$ cat config.mk
export PLATFORM = sky130hd
export DESIGN_NAME = phx_round
export DESIGN_NICKNAME = d
export VERILOG_FILES = /design/src/rtl/core/phx_pkg.sv /design/src/rtl/core/phx_round.sv
export SDC_FILE = /design/constraint.sdc
export NUM_CORES = 2
export LEC_CHECK = 0
export BUFFER_PORTS_ARGS = -buffer_cell sky130_fd_sc_hd__buf_2
export CORE_MARGIN = 2
export CORE_UTILIZATION = 26
export DETAILED_ROUTE_END_ITERATION = 10
export PLACE_DENSITY = 0.49
export SLEW_MARGIN = 0
export SYNTH_ARGS = -nofsm -noshare
export SYNTH_HDL_FRONTEND = slang
export SYNTH_SLANG_ARGS = --single-unit
$ cat constraint.sdc
create_clock -name clk -period 9.6 [get_ports clk]
set_clock_uncertainty 0.05 [all_clocks]
set_input_delay 0.96 -clock clk [delete_from_list [all_inputs] [get_ports clk]]
set_output_delay 0.96 -clock clk [all_outputs]
set_load 0.03 [all_outputs]
$ cat src/rtl/core/phx_pkg.sv
`default_nettype none
package phx_pkg;

  localparam int WORD_W = 32;
  localparam int FRAC_W = 53;
  localparam int ROUND_COUNT_DEF = 10;

  localparam logic [WORD_W-1:0] MUL_A  = 32'hD2511F53;
  localparam logic [WORD_W-1:0] MUL_B  = 32'hCD9E8D57;
  localparam logic [WORD_W-1:0] BUMP_A = 32'h9E3779B9;
  localparam logic [WORD_W-1:0] BUMP_B = 32'hBB67AE85;

  // counter words and folded key carried down the round pipeline
  typedef struct packed {
    logic [3:0][WORD_W-1:0] cnt;
    logic [1:0][WORD_W-1:0] key;
  } phx_state_t;

endpackage
`default_nettype wire

$ cat src/rtl/core/phx_round.sv
`default_nettype none
module phx_round (
  input  wire                clk,
  input  wire                rst,
  input  wire                in_valid,
  input  phx_pkg::phx_state_t in_state,
  output logic               out_valid,
  output phx_pkg::phx_state_t out_state
);
  import phx_pkg::*;

  logic [2*WORD_W-1:0] prod_a;
  logic [2*WORD_W-1:0] prod_b;
  phx_state_t          state_next;

  assign prod_a = 64'(in_state.cnt[0]) * 64'(MUL_A);
  assign prod_b = 64'(in_state.cnt[2]) * 64'(MUL_B);

  always_comb begin
    state_next.cnt[0] = prod_b[2*WORD_W-1:WORD_W] ^ in_state.cnt[1] ^ in_state.key[0];
    state_next.cnt[1] = prod_b[WORD_W-1:0];
    state_next.cnt[2] = prod_a[2*WORD_W-1:WORD_W] ^ in_state.cnt[3] ^ in_state.key[1];
    state_next.cnt[3] = prod_a[WORD_W-1:0];
    // Weyl bump, wraps mod 2^32
    state_next.key[0] = in_state.key[0] + BUMP_A;
    state_next.key[1] = in_state.key[1] + BUMP_B;
  end

  always_ff @(posedge clk) begin
    if (rst) begin
      out_valid <= 1'b0;
    end else begin
      out_valid <= in_valid;
    end
  end

  always_ff @(posedge clk) begin
    out_state <= state_next;
  end

endmodule
`default_nettype wire

== Word level (Yosys, flattened, before mapping) ==
Cells that the tools add are included.
Storage, ports and cells
  bits in registers: 193
  bits in latches: 0
  memory bits (writable): 0
  ROM bits: 0
  output and inout bits: 193
  logic and storage cells: 15
  memories: 0
Operators by class
  $add $sub $neg: 2
  multipliers: 2
  divide/modulo/power cells: 0
  order comparisons: 0
  equal/unequal tests: 0
  shift-type cells: 0
  mux-type cells: 0
  bitwise gates (word level): 4
  reduce and logical (&&, ||, !) cells: 0
Operator list (number)
  $mul A32 B32 Y64 const B: 2
  $xor A32 B32 Y32: 4
  $add A32 B32 Y32 const B: 2

== Depth between registers and ports, before layout ==
  depth in word-level cells: 3
  mapped depth: 28

== Worst setup path before layout ==
Ideal clock, no wire load.
  path kind: input to register
  start: in in_state[78] (netlist name)
  end: reg out_state[156] (netlist name)
  arrival: 7.462 ns
  required time: 9.429 ns
  path slack: 1.967 ns
  stages: 26
  path buffers: 1
  cell sequence: inv_1 -> fa_1 -> fa_1 -> inv_1 -> fa_1 -> inv_1 -> fa_1 -> inv_1 -> fa_1 -> fa_1 -> fa_1 -> inv_1 -> fa_1 -> inv_1 -> ha_1 -> buf_6 -> a21o_1 -> o21bai_4 -> a2111oi_4 -> nand4_1 -> a211oi_2 -> o221ai_2 -> and3_4 -> a2111oi_4 -> o21ai_2 -> xnor2_1
RTL lines
  from (decl): line phx_round.sv:6  | input phx_pkg::phx_state_t in_state,
  to (signal assigned): line phx_round.sv:38  | out_state <= state_next;
  to (decl): line phx_round.sv:8  | output phx_pkg::phx_state_t out_state

==> impl_metrics.toml <==
[setup_path]
critPathLaunchType = "primary input"
crit_fanout = 13
required_ns = 9.99
worstPathCellList = "buf_2 -> ha_1 -> fa_1 -> fa_1 -> inv_1 -> fa_1 -> inv_1 -> fa_1 -> fa_1 -> fa_1 -> inv_1 -> fa_1 -> inv_1 -> ha_1 -> nand2_1 -> nor4_1 -> o2111ai_1 -> a211oi_1 -> buf_4 -> o31ai_1 -> o41ai_1 -> o221ai_1 -> xnor2_1"
max_stage_delay_ns = 0.53
startpoint = "in_state[147]"
crit_path_frequent_cell = "fa_1"
slowest_stage = "fa_1"
cp-end-kind = "flop"
crit_type = "in2reg"
cp.arrival_ns = 8.70

[clock_tree]
cts_tree = "built"
path_clk_slew_ns = 0.08
clkSinkCount = 193
numCtsBuffers = 17
cts_setup_buffers = 0
ctsHoldBuffers = 0
clockBufferDepth = 2
post_cts_resized = 0
ctsRootBufferMaster = "clkbuf_16"
htree_levels = 4

[sta]
rsz0062_at_grt = "false"
period_share_pct = 86.6
min_period_ns = 8.31
slew_headroom_pct = 7.61
drv_slew = 0
setup_tns_ns = 0
worst_pin_slew_ns = 1.37
setup_viol = 0
hold_viol = 0
clock.fmax_mhz = 120

[finish]
syn_to_final_growth_pct = 11.9
drive_gt1_share_pct = 9.86
layout.nets = 6712
multiInputGateArea_mm2 = 0.0356
seq_area_mm2 = 0.00386
fillers = 17800

[logic_synthesis]
syn_nets = 6346
ys_seq_area_share_pct = 8.67
avgSynthCellArea_um2 = 10.0
async_reset_ff_share_pct = 0
synth-edff-count = 0
yosys_warnings = 0
synth_cells = 4447
synth-seq-cells = 193
synth_ff_type = "dfxtp_1"
ys_types = 70
syn-cell-area_mm2 = 0.0446

[global_route]
grt_pass1_wl_um = 209000
grt_pass1_vias = 34100
antenna_found_initial = 9
grt_max_degree = 21
grt_overflow = 0
track_usage_pct = 15.9

[route]
ant_nets = 0
drt_wl_total_um = 134000
post-route-drc-count = 0
drtIter0Drc = 1345
first_pass_iters = 5
avgRoutedWirePerCell_um = 19.0
num_vias = 30500
vias_per_cell = 4.33

[die]
io_pins = 388
core_area_mm2 = 0.170
die_area_mm2 = 0.175
start_util_pct = 26.2
die_w_um = 418
rows = 151
die_h_um = 418

[worst_hold_path]
holdCritStartpoint = "rst"
hold_path_class = "in2reg"

[job]
drv_cap = 0

[place]
gp_congestion = 0.917
place.port_buffers = 387
dp_hpwl_um = 119000

[outcome]
status = "complete, no violations"
==> state kept, by name, summed over array words and instances, names as in the netlist <==
signal / count
out_valid: 1
out_state: 192
==> cell type report <==
class	count	share of cell area, %
Clock buffer	17	0.853
Tap cell	2218	5.57
Inverter	1276	9.61
Timing Repair Buffer	419	4.37
Multi-Input combinational cell	2906	71.5
Clock inverter	15	0.374
Sequential cell	193	7.75
Antenna cell	2	0.0100
==> layout by cell type, fill, tap and decap left out, types with 5 or more instances in the layout <==
cell type  instances
inv_1           1276
ha_1             863
fa_1             841
buf_2            387
xnor2_1          235
dfxtp_1          193
a21oi_1          164
nand2_1          106
xor2_1           102
nor2_1            96
a21o_1            90
o21ai_0           79
nand4_1           47
buf_4             32
o21bai_1          27
nor3_1            22
nand3_1           21
clkbuf_16         17
nand2b_1          16
a211oi_1          13
and2_1            12
a31oi_1           12
o21a_1            12
nor2b_1           12
o211ai_1          11
o21ai_1           11
nor4_1             8
o31ai_1            8
and3_1             8
or2_2              7
a221oi_1           5
a41oi_1            5
and4_1             5
==> path summary, 6_finish.rpt <==
path | depth (start not counted) | to | slack [ns]
max | 23 | out_state[94]$_DFF_P_ | 1.29
min | 2 | out_valid$_SDFF_PP0_ | 0.50
==> worst max-delay path: cells and delay by family <==
kind / cells / cell delay (ns)
buffers and inverters: 6 / 0.88
adder cells (fa/ha/maj): 9 / 4.25
XOR/XNOR: 1 / 0.17
AO/OA/AOI/OAI: 5 / 1.77
AND/OR/NAND/NOR: 2 / 0.65
==> cells in the mapped netlist, types with 4 or more instances <==
cell,count,share of area [%]
a211oi_1,13,0.22
a21boi_0,4,0.067
a21o_1,90,1.5
a21oi_1,164,1.8
a221oi_1,5,0.098
a31oi_1,12,0.17
a41oi_1,5,0.098
and2_1,12,0.17
and3_1,8,0.11
and4_1,5,0.098
clkbuf_1,68,0.57
dfxtp_1,193,8.7
fa_1,841,38
ha_1,863,24
inv_1,1276,11
nand2_1,106,0.89
nand2b_1,16,0.22
nand3_1,21,0.24
nand4_1,47,0.66
nor2_1,96,0.81
nor2b_1,12,0.17
nor3_1,22,0.25
nor4_1,8,0.11
o2111ai_1,4,0.079
o211ai_1,11,0.19
o21a_1,12,0.20
o21ai_0,79,0.89
o21ai_1,11,0.12
o21bai_1,27,0.45
o31ai_1,8,0.13
or2_2,7,0.098
or4_1,4,0.067
xnor2_1,235,4.6
xor2_1,102,2.0
==> per-layer routing <==
metal  vias up  routed length (um)  track usage, %
li1      14500                   -               -
met1     15300               59500            20.6
met2       549               68100            28.0
met3       102                4330            2.37
met4         8                2090            2.94
met5         -                  39               0
==> stage by stage <==
| stage | instance area, um2 | utilization (%) | setup slack [ns] | std cells | hold slack [ns] |
|---|---|---|---|---|---|
| 2_1_floorplan | 44600 | - | 1.97 | 4447 | 0.938 |
| 3_3_place_gp | 49200 | 29.0 | 0.511 | 7012 | 1.07 |
| 3_5_place_dp | 49200 | 29.0 | 0.669 | 7012 | 1.07 |
| 4_1_cts | 49800 | 29.3 | 1.27 | 7044 | 0.428 |
| 5_1_grt | 49900 | 29.3 | 0.865 | 7046 | 0.449 |
| 6_report | 49900 | 29.3 | 1.29 | 7046 | 0.504 |
==> cell families after synthesis <==
family / Yosys count / synth area share [%]
flip-flops: 193 / 8.67
buffers and inverters: 1348 / 11.4
multiplexers: 2 / 0.0449
XOR/XNOR: 337 / 6.62
AO/OA/AOI/OAI: 485 / 7.11
AND/OR/NAND/NOR: 378 / 4.16
adder cells (fa/ha/maj): 1704 / 62.0
Power is not shown: default switching activity piles up to over one toggle a cycle in this logic, so the estimate is an artifact.
